### src/rtl/clipped_shape_span_generator_defines.svh
// Assertion macros shared by the span generator RTL.
`ifndef CLIPPED_SHAPE_SPAN_GENERATOR_DEFINES_SVH
`define CLIPPED_SHAPE_SPAN_GENERATOR_DEFINES_SVH

// Checked on every clock edge outside reset.
`define CSG_ASSERT(label, prop, msg) \
    label: assert property (@(posedge aclk) disable iff (!aresetn) prop) \
        else $error(msg);

// Checked on every clock edge, reset included.
`define CSG_ASSERT_RST(label, prop, msg) \
    label: assert property (@(posedge aclk) prop) else $error(msg);

`endif

### src/rtl/csg_pkg.sv
// Shared constants, register codes and beat types for the span generator.
`timescale 1ns / 1ps

package csg_pkg;

    // Field widths
    localparam int COORD_WIDTH = 16;
    localparam int EXT_W       = 12;
    localparam int COLOR_W     = 32;
    localparam int SCR_W       = 12;
    localparam int PITCH_W     = 13;
    localparam int OFS_W       = 24;
    localparam int CFG_DATA_W  = 13;
    localparam int CFG_IDX_W   = 2;

    // Square root datapath: one root bit per cell
    localparam int ROOT_W = EXT_W;
    localparam int RAD_W  = 2 * ROOT_W;
    localparam int REM_W  = ROOT_W + 2;

    // Signed working widths for row and column math
    localparam int SY_W  = COORD_WIDTH + 2;
    localparam int LEN_W = COORD_WIDTH + 3;

    // Register indexes
    localparam logic [CFG_IDX_W-1:0] REG_SCREEN_WIDTH  = 2'd0;
    localparam logic [CFG_IDX_W-1:0] REG_SCREEN_HEIGHT = 2'd1;
    localparam logic [CFG_IDX_W-1:0] REG_LINE_PITCH    = 2'd2;

    // Register reset values
    localparam logic [SCR_W-1:0]   RST_SCREEN_WIDTH  = 12'd640;
    localparam logic [SCR_W-1:0]   RST_SCREEN_HEIGHT = 12'd480;
    localparam logic [PITCH_W-1:0] RST_LINE_PITCH    = 13'd640;

    typedef struct packed {
        logic [SCR_W-1:0]   scr_w;
        logic [SCR_W-1:0]   scr_h;
        logic [PITCH_W-1:0] pitch;
    } csg_cfg_t;

    // Data that rides along the root chain untouched
    typedef struct packed {
        logic                          circle;
        logic                          in_shape;
        logic signed [SY_W-1:0]        sy;
        logic signed [COORD_WIDTH-1:0] x;
        logic [EXT_W-1:0]              ea;
        logic [COLOR_W-1:0]            color;
    } csg_side_t;

    // Partial square root state
    typedef struct packed {
        logic [RAD_W-1:0]  rad;
        logic [REM_W-1:0]  rem;
        logic [ROOT_W-1:0] root;
    } csg_sqrt_t;

    typedef struct packed {
        csg_side_t side;
        csg_sqrt_t sq;
    } csg_beat_t;

    // Clipped span before the offset multiply
    typedef struct packed {
        logic                   visible;
        logic [SCR_W-1:0]       sy;
        logic [COORD_WIDTH-1:0] xofs;
        logic [SCR_W-1:0]       len;
        logic [COLOR_W-1:0]     color;
    } csg_span_t;

endpackage

### src/rtl/csg_front.sv
// Input stage: shape test, screen row and square root radicand.
`timescale 1ns / 1ps

module csg_front
    import csg_pkg::*;
(
    input  logic                          aclk,
    input  logic                          aresetn,
    input  logic                          in_valid,
    output logic                          in_ready,
    input  logic                          cmd,
    input  logic signed [COORD_WIDTH-1:0] x_pos,
    input  logic signed [COORD_WIDTH-1:0] y_pos,
    input  logic [EXT_W-1:0]              extent_a,
    input  logic [EXT_W-1:0]              extent_b,
    input  logic [EXT_W-1:0]              row_index,
    input  logic [COLOR_W-1:0]            fill_color,
    output logic                          out_valid,
    input  logic                          out_ready,
    output csg_beat_t                     out_beat
);

    localparam int PROD_W = 2 * EXT_W + 1;

    logic [EXT_W:0]          ea_x2;
    logic [EXT_W:0]          i_ext;
    logic [EXT_W:0]          chord_w;
    logic [PROD_W-1:0]       prod;
    logic                    inside_circ;
    logic                    inside_rect;
    logic signed [SY_W-1:0]  y_ext;
    logic signed [SY_W-1:0]  ea_s;
    logic signed [SY_W-1:0]  i_s;
    logic signed [SY_W-1:0]  sy;
    logic                    vld_reg;
    csg_beat_t               beat_reg;
    csg_beat_t               beat_next;

    // Shape membership
    assign ea_x2       = {extent_a, 1'b0};
    assign i_ext       = {1'b0, row_index};
    assign inside_circ = i_ext < ea_x2;
    assign inside_rect = row_index < extent_b;

    // Screen row of this shape row
    assign y_ext = {{(SY_W-COORD_WIDTH){y_pos[COORD_WIDTH-1]}}, y_pos};
    assign ea_s  = {{(SY_W-EXT_W){1'b0}}, extent_a};
    assign i_s   = {{(SY_W-EXT_W){1'b0}}, row_index};
    assign sy    = cmd ? (y_ext - ea_s + i_s) : (y_ext + i_s);

    // r^2 - (r-i)^2 = i * (2r - i), zero on row 0 and positive below it inside the circle
    assign chord_w = ea_x2 - i_ext;
    assign prod    = PROD_W'(row_index) * PROD_W'(chord_w);

    always_comb begin
        beat_next.side.circle   = cmd;
        beat_next.side.in_shape = cmd ? inside_circ : inside_rect;
        beat_next.side.sy       = sy;
        beat_next.side.x        = x_pos;
        beat_next.side.ea       = extent_a;
        beat_next.side.color    = fill_color;
        beat_next.sq.rad        = (cmd && inside_circ) ? prod[RAD_W-1:0] : '0;
        beat_next.sq.rem        = '0;
        beat_next.sq.root       = '0;
    end

    // Pipeline register
    assign in_ready  = !vld_reg || out_ready;
    assign out_valid = vld_reg;
    assign out_beat  = beat_reg;

    always_ff @(posedge aclk) begin
        if (!aresetn) begin
            vld_reg <= 1'b0;
        end else if (in_ready) begin
            vld_reg <= in_valid;
        end
    end

    always_ff @(posedge aclk) begin
        if (in_ready && in_valid) begin
            beat_reg <= beat_next;
        end
    end

endmodule

### src/rtl/csg_sqrt_cell.sv
// One cell of the square root chain: settles one root bit per beat.
`timescale 1ns / 1ps

module csg_sqrt_cell
    import csg_pkg::*;
(
    input  logic      aclk,
    input  logic      aresetn,
    input  logic      in_valid,
    output logic      in_ready,
    input  csg_beat_t in_beat,
    output logic      out_valid,
    input  logic      out_ready,
    output csg_beat_t out_beat
);

    logic [REM_W+1:0] rem_sh;
    logic [REM_W+1:0] trial;
    logic [REM_W+1:0] diff;
    logic             take;
    logic             vld_reg;
    csg_beat_t        beat_reg;
    csg_beat_t        beat_next;

    // Bring down the next two radicand bits and try root*4+1
    assign rem_sh = {in_beat.sq.rem, in_beat.sq.rad[RAD_W-1 -: 2]};
    assign trial  = {2'b00, in_beat.sq.root, 2'b01};
    assign diff   = rem_sh - trial;
    assign take   = rem_sh >= trial;

    always_comb begin
        beat_next         = in_beat;
        beat_next.sq.rad  = {in_beat.sq.rad[RAD_W-3:0], 2'b00};
        beat_next.sq.rem  = take ? diff[REM_W-1:0] : rem_sh[REM_W-1:0];
        beat_next.sq.root = {in_beat.sq.root[ROOT_W-2:0], take};
    end

    // Pipeline register
    assign in_ready  = !vld_reg || out_ready;
    assign out_valid = vld_reg;
    assign out_beat  = beat_reg;

    always_ff @(posedge aclk) begin
        if (!aresetn) begin
            vld_reg <= 1'b0;
        end else if (in_ready) begin
            vld_reg <= in_valid;
        end
    end

    always_ff @(posedge aclk) begin
        if (in_ready && in_valid) begin
            beat_reg <= beat_next;
        end
    end

endmodule

### src/rtl/csg_back.sv
// Output stages: visibility, left and right clipping, frame buffer offset.
`timescale 1ns / 1ps

module csg_back
    import csg_pkg::*;
(
    input  logic               aclk,
    input  logic               aresetn,
    input  csg_cfg_t           cfg,
    input  logic               in_valid,
    output logic               in_ready,
    input  csg_beat_t          in_beat,
    output logic               out_valid,
    input  logic               out_ready,
    output logic               row_visible,
    output logic [OFS_W-1:0]   row_offset,
    output logic [SCR_W-1:0]   span_length,
    output logic [COLOR_W-1:0] span_color
);

    localparam int MUL_W = SCR_W + PITCH_W + 1;

    logic signed [LEN_W-1:0] x_ext;
    logic signed [LEN_W-1:0] half_ext;
    logic signed [LEN_W-1:0] ea_ext;
    logic signed [LEN_W-1:0] w_ext;
    logic signed [LEN_W-1:0] len0;
    logic signed [LEN_W-1:0] xofs0;
    logic signed [LEN_W-1:0] len1;
    logic signed [LEN_W-1:0] xofs1;
    logic signed [LEN_W-1:0] len2;
    logic [SY_W-2:0]         sy_mag;
    logic [SY_W-2:0]         h_ext;
    logic                    visible;
    logic [MUL_W-1:0]        ofs_full;
    logic                    a_ready;
    logic                    a_vld_reg;
    csg_span_t               a_reg;
    csg_span_t               a_next;
    logic                    out_vld_reg;
    logic                    vis_reg;
    logic [OFS_W-1:0]        ofs_reg;
    logic [SCR_W-1:0]        len_reg;
    logic [COLOR_W-1:0]      color_reg;

    // Raw span from the shape
    assign x_ext    = {{(LEN_W-COORD_WIDTH){in_beat.side.x[COORD_WIDTH-1]}}, in_beat.side.x};
    assign half_ext = {{(LEN_W-ROOT_W){1'b0}}, in_beat.sq.root};
    assign ea_ext   = {{(LEN_W-EXT_W){1'b0}}, in_beat.side.ea};
    assign w_ext    = {{(LEN_W-SCR_W){1'b0}}, cfg.scr_w};
    assign len0     = in_beat.side.circle ? (half_ext <<< 1) : ea_ext;
    assign xofs0    = in_beat.side.circle ? (x_ext - half_ext) : x_ext;

    // Vertical test
    assign sy_mag  = in_beat.side.sy[SY_W-2:0];
    assign h_ext   = (SY_W-1)'(cfg.scr_h);
    assign visible = in_beat.side.in_shape && !in_beat.side.sy[SY_W-1] && (sy_mag < h_ext);

    // Left clip, right clip, clamp at zero
    always_comb begin
        if (xofs0 < 0) begin
            len1  = len0 + xofs0;
            xofs1 = '0;
        end else begin
            len1  = len0;
            xofs1 = xofs0;
        end
        if (xofs1 + len1 >= w_ext) begin
            len2 = w_ext - xofs1;
        end else begin
            len2 = len1;
        end
        a_next.visible = visible;
        a_next.sy      = sy_mag[SCR_W-1:0];
        a_next.xofs    = xofs1[COORD_WIDTH-1:0];
        a_next.len     = (len2 < 0) ? '0 : len2[SCR_W-1:0];
        a_next.color   = in_beat.side.color;
    end

    // Clip stage register
    assign a_ready  = !out_vld_reg || out_ready;
    assign in_ready = !a_vld_reg || a_ready;

    always_ff @(posedge aclk) begin
        if (!aresetn) begin
            a_vld_reg <= 1'b0;
        end else if (in_ready) begin
            a_vld_reg <= in_valid;
        end
    end

    always_ff @(posedge aclk) begin
        if (in_ready && in_valid) begin
            a_reg <= a_next;
        end
    end

    // Row start times pitch plus clipped x
    assign ofs_full = MUL_W'(a_reg.sy) * MUL_W'(cfg.pitch) + MUL_W'(a_reg.xofs);

    // Output register
    always_ff @(posedge aclk) begin
        if (!aresetn) begin
            out_vld_reg <= 1'b0;
        end else if (a_ready) begin
            out_vld_reg <= a_vld_reg;
        end
    end

    always_ff @(posedge aclk) begin
        if (a_ready && a_vld_reg) begin
            vis_reg   <= a_reg.visible;
            ofs_reg   <= a_reg.visible ? ofs_full[OFS_W-1:0] : '0;
            len_reg   <= a_reg.visible ? a_reg.len : '0;
            color_reg <= a_reg.color;
        end
    end

    assign out_valid   = out_vld_reg;
    assign row_visible = vis_reg;
    assign row_offset  = ofs_reg;
    assign span_length = len_reg;
    assign span_color  = color_reg;

endmodule

### src/rtl/clipped_shape_span_generator.sv
// Clipped shape span generator: top level with register file and cell chain.
//
// Each input beat (s_*) asks for one row of a filled rectangle (s_cmd 0) or a
// filled circle (s_cmd 1). Each output beat (m_*) carries the clipped span of
// that row: frame buffer offset of the first pixel, length and fill color, or
// row_visible low with zero offset and length when the row is off the shape
// or above or below the screen. Results leave in the order the requests came in.
// The user must write screen width, screen height and line pitch through the
// cfg_* port only while no request is in flight; the block does not enforce
// this. They take effect on the next beat. The pipeline has one input stage,
// twelve square root cells (one root bit each) and two output stages for
// clipping and the offset multiply. One beat is accepted per cycle when the
// output side keeps up. When m_ready is low, stages fill one by one; s_ready
// drops only once all fifteen stages hold a beat. Reset empties the pipeline
// and loads the registers with 640 x 480 and a pitch of 640.
`timescale 1ns / 1ps
`include "clipped_shape_span_generator_defines.svh"

module clipped_shape_span_generator
    import csg_pkg::*;
(
    input  logic                          aclk,
    input  logic                          aresetn,
    // Register write port
    input  logic                          cfg_we,
    input  logic [CFG_IDX_W-1:0]          cfg_index,
    input  logic [CFG_DATA_W-1:0]         cfg_data,
    // Request channel
    input  logic                          s_valid,
    output logic                          s_ready,
    input  logic                          s_cmd,
    input  logic signed [COORD_WIDTH-1:0] s_x_pos,
    input  logic signed [COORD_WIDTH-1:0] s_y_pos,
    input  logic [EXT_W-1:0]              s_extent_a,
    input  logic [EXT_W-1:0]              s_extent_b,
    input  logic [EXT_W-1:0]              s_row_index,
    input  logic [COLOR_W-1:0]            s_fill_color,
    // Span channel
    output logic                          m_valid,
    input  logic                          m_ready,
    output logic                          m_row_visible,
    output logic [OFS_W-1:0]              m_row_offset,
    output logic [SCR_W-1:0]              m_span_length,
    output logic [COLOR_W-1:0]            m_span_color
);

    csg_cfg_t    cfg_reg;
    logic        chain_vld [ROOT_W+1];
    logic        chain_rdy [ROOT_W+1];
    csg_beat_t   chain_beat [ROOT_W+1];

    // Configuration registers
    always_ff @(posedge aclk) begin
        if (!aresetn) begin
            cfg_reg.scr_w <= RST_SCREEN_WIDTH;
            cfg_reg.scr_h <= RST_SCREEN_HEIGHT;
            cfg_reg.pitch <= RST_LINE_PITCH;
        end else if (cfg_we) begin
            case (cfg_index)
                REG_SCREEN_WIDTH: begin
                    cfg_reg.scr_w <= cfg_data[SCR_W-1:0];
                end
                REG_SCREEN_HEIGHT: begin
                    cfg_reg.scr_h <= cfg_data[SCR_W-1:0];
                end
                REG_LINE_PITCH: begin
                    cfg_reg.pitch <= cfg_data[PITCH_W-1:0];
                end
                default: begin
                end
            endcase
        end
    end

    // Input stage
    csg_front u_front (
        .aclk       (aclk),
        .aresetn    (aresetn),
        .in_valid   (s_valid),
        .in_ready   (s_ready),
        .cmd        (s_cmd),
        .x_pos      (s_x_pos),
        .y_pos      (s_y_pos),
        .extent_a   (s_extent_a),
        .extent_b   (s_extent_b),
        .row_index  (s_row_index),
        .fill_color (s_fill_color),
        .out_valid  (chain_vld[0]),
        .out_ready  (chain_rdy[0]),
        .out_beat   (chain_beat[0])
    );

    // Square root chain, most significant root bit first
    for (genvar k = 0; k < ROOT_W; k++) begin : g_cell
        csg_sqrt_cell u_cell (
            .aclk      (aclk),
            .aresetn   (aresetn),
            .in_valid  (chain_vld[k]),
            .in_ready  (chain_rdy[k]),
            .in_beat   (chain_beat[k]),
            .out_valid (chain_vld[k+1]),
            .out_ready (chain_rdy[k+1]),
            .out_beat  (chain_beat[k+1])
        );
    end

    // Clipping and offset
    csg_back u_back (
        .aclk        (aclk),
        .aresetn     (aresetn),
        .cfg         (cfg_reg),
        .in_valid    (chain_vld[ROOT_W]),
        .in_ready    (chain_rdy[ROOT_W]),
        .in_beat     (chain_beat[ROOT_W]),
        .out_valid   (m_valid),
        .out_ready   (m_ready),
        .row_visible (m_row_visible),
        .row_offset  (m_row_offset),
        .span_length (m_span_length),
        .span_color  (m_span_color)
    );

    // Checks
    `CSG_ASSERT_RST(a_reset_empty, !aresetn |=> !m_valid, "output valid right after reset")
    `CSG_ASSERT(a_stall_only_full, !s_ready |-> m_valid, "input stalled with output empty")
    `CSG_ASSERT(a_hidden_zero, (m_valid && !m_row_visible) |-> (m_row_offset == '0 && m_span_length == '0), "hidden row carries a span")
    `CSG_ASSERT(a_len_needs_vis, (m_valid && m_span_length != '0) |-> m_row_visible, "nonzero length on hidden row")

endmodule
### config.mk
export PLATFORM = sky130hd
export DESIGN_NAME = clipped_shape_span_generator
export DESIGN_NICKNAME = d
export VERILOG_FILES = /design/src/rtl/csg_pkg.sv /design/src/rtl/csg_front.sv /design/src/rtl/csg_sqrt_cell.sv /design/src/rtl/csg_back.sv /design/src/rtl/clipped_shape_span_generator.sv
export VERILOG_INCLUDE_DIRS = /design/src /design/src/rtl
export SDC_FILE = /design/constraint.sdc
export NUM_CORES = 2
export LEC_CHECK = 0
export ABC_AREA = 1
export BUFFER_PORTS_ARGS = -buffer_cell sky130_fd_sc_hd__buf_4
export CAP_MARGIN = 10
export CORE_ASPECT_RATIO = 1.1
export CORE_UTILIZATION = 50
export DETAILED_ROUTE_END_ITERATION = 10
export PLACE_DENSITY = 0.66
export SLEW_MARGIN = 20
export SYNTH_ARGS = -nofsm -noshare
export SYNTH_HDL_FRONTEND = slang
export SYNTH_HIERARCHICAL = 1
export SYNTH_SLANG_ARGS = --single-unit
### constraint.sdc
create_clock -name aclk -period 11.7 [get_ports aclk]
set_clock_uncertainty 0.05 [all_clocks]
set_input_delay 1.17 -clock aclk [delete_from_list [all_inputs] [get_ports aclk]]
set_output_delay 1.17 -clock aclk [all_outputs]
set_load 0.005 [all_outputs]
==> qor_table.md <==
| Metric | Value |
|:---|:---|
| Most repeated library cell on the critical path | nand2_1 |
| FP Rows | 155 |
| Fraction of layout cells with a size suffix above 1 | 8.37% |
| Via count of the first global-routing pass | 49400 |
| TritonRoute pass-1 iters | 5 |
| TritonCTS clock tree | built |
| Number of antenna violations at the first check in global routing | 3 |
| CP arrival | 8.08 ns |
| Count of cells resized by post-cts repair | 0 |
| Number of remaining DRC errors | 0 |
| Clock buffer depth | 3 |
| Max Fclk | 132 MHz |
| Number of flip-flops in the largest register | 1390 |
| DR vias | 48400 |
| Cell count after synthesis | 7170 |
| Post-CTS Hold Fix Bufs | 0 |
| Starting Density | 50.3% |
| Syn avg cell area | 11.4 sq um |
| Peak supply drop | 0.000425 V |
| Portion of the clock cycle consumed by the worst path in the final layout | 64.9% |
| Initial detailed-routing violation count | 2652 |
| Crit start category | register |
| Insertion delay of the later-clocked pin in the worst-skew pair | 0.80 ns |
| Synth Cell Area | 81700 sq um |
| Clk pin slew, worst setup/hold paths | 0.06 ns |
| Min-Delay Path Class | register to register |
| Pwr per Cell Area | 180 nW/um^2 |
| First-pass GRT wire length | 262 mm |
| Dpl hpwl | 124 mm |
| Required arrival time at the worst endpoint | 12.18 ns |
| Avg Vias per Cell | 4.97 |
| Result of the run | finished clean |
| Most common cell after layout, fill and taps aside | nand2_1 |
| Number of buffer and inverter stages on the critical path | 3 |
| Number of buffers inserted by post-CTS setup repair | 0 |
| Layout net count | 8258 |
| Final-layout fill cell count | 13600 |
| H-tree Lvls | 4 |
| CP Capture Type | register |
| Tot GR Track Use | 20.3% |
| Post-synthesis to final-layout area growth | 11.6% |
| Top-Level Pins | 192 |
| Cell family with most CP delay | simple AND/OR/NAND/NOR gates |
| Maximum fanout encountered on the critical timing path | 34 |
| Remaining antenna violation count | 0 |
| Overflow left after global routing | 0 |
| DIE HEIGHT | 426 um |
| Die area | 165000 sq um |
| Startpoint-to-endpoint class of the critical path | register to register |
| Final period demand of the worst path | 7.60 ns |
| Cell with the largest stage delay on the worst path | edfxtp_1 |
| Average detailed-routed wire length per instance | 16.9 um |
| Hold Vio Cnt, Final | 0 |
| RSZ-0062 raised after global routing | false |
| Gp weighted congestion | 0.904 |
| Core Area | 162000 sq um |
| Overall routed net length | 164 mm |
| DIE WIDTH | 387 um |
| Total clock buffers created by CTS | 166 |
| Setup TNS | 0 ns |
| Max Transition Viols Final | 0 |
| YS warnings | 6 |
| Commonest non-fill, non-tap cells in the layout | nand2_1 (1790), edfxtp_1 (1636), inv_1 (1267) |
| Largest net degree at the start of global routing | 123 |
| Number of violations of the max-capacitance limit | 0 |
| Number of buffers inserted by port buffering | 191 |
| Root cell of the clock tree | clkbuf_16 |
| Relative max-transition margin | 31.1% |
| Final setup violation count | 0 |
| Delay of the slowest cell on the worst path | 0.92 ns |
| Pleak | 39.2 nW |
| Fin Hold WS | 0.346 ns |
| Worst Max-Slew Pin Slew | 1.03 ns |
| Sink count of the clock tree | 1688 |
-- worst paths after layout --
| path | cells after the start | startpoint | end | slack (ns) |
|---|---|---|---|---|
| max | 30 | g_cell[11].u_cell/out_beat[129]$_DFFE_PP_ | u_back/a_reg[38]$_SDFFCE_PP0P_ | 4.10 |
| min | 0 | g_cell[4].u_cell/out_beat[112]$_DFFE_PP_ | g_cell[5].u_cell/out_beat[112]$_DFFE_PP_ | 0.35 |
| max reg2reg | 30 | g_cell[11].u_cell/out_beat[129]$_DFFE_PP_ | u_back/a_reg[38]$_SDFFCE_PP0P_ | 4.10 |
| min reg2reg | 0 | g_cell[4].u_cell/out_beat[112]$_DFFE_PP_ | g_cell[5].u_cell/out_beat[112]$_DFFE_PP_ | 0.35 |
-- stage by stage --
| step | setup WS (ns) | std cells | power, mW | util (%) | area, sq um |
|---|---|---|---|---|---|
| 2_1_floorplan | 2.37 | 7195 | 10.1 | - | 81800 |
| 3_3_place_gp | 3.25 | 9413 | 11.2 | 52.7 | 85500 |
| 3_5_place_dp | 3.25 | 9413 | 11.2 | 52.7 | 85500 |
| 4_1_cts | 4.12 | 9719 | 16.6 | 56.2 | 91100 |
| 5_1_grt | 3.37 | 9720 | 17.5 | 56.2 | 91200 |
| 6_report | 4.10 | 9721 | 16.4 | 56.2 | 91200 |
-- area by class of cell --
class / instances / area, sq um / area share, %
repair buffers: 218 / 1670 / 1.84
well taps: 2119 / 2650 / 2.91
inverters: 1295 / 4890 / 5.37
flip-flops and latches: 1688 / 50200 / 55.0
clock buffers: 196 / 4270 / 4.68
diodes: 2 / 5.00 / 0.00549
multi-input cells: 4093 / 26100 / 28.7
clock inverters: 110 / 1370 / 1.51
-- power breakdown --
part | internal, mW | switching [mW] | leakage [nW]
sequential | 6.81 | 0.0652 | 15.3
clock | 3.08 | 2.29 | 2.71
combinational | 1.51 | 2.65 | 21.1
-- routing by layer --
metal  track usage, %  part of all wire (%)  vias to the layer above
met5                0                0.0079                        -
met4             7.76                   3.5                        2
met3             2.83                   3.3                      326
met2             38.0                    53                      882
met1             23.5                    40                    23000
li1                 -                     -                    24100
(Power assumes the default switching activity.)
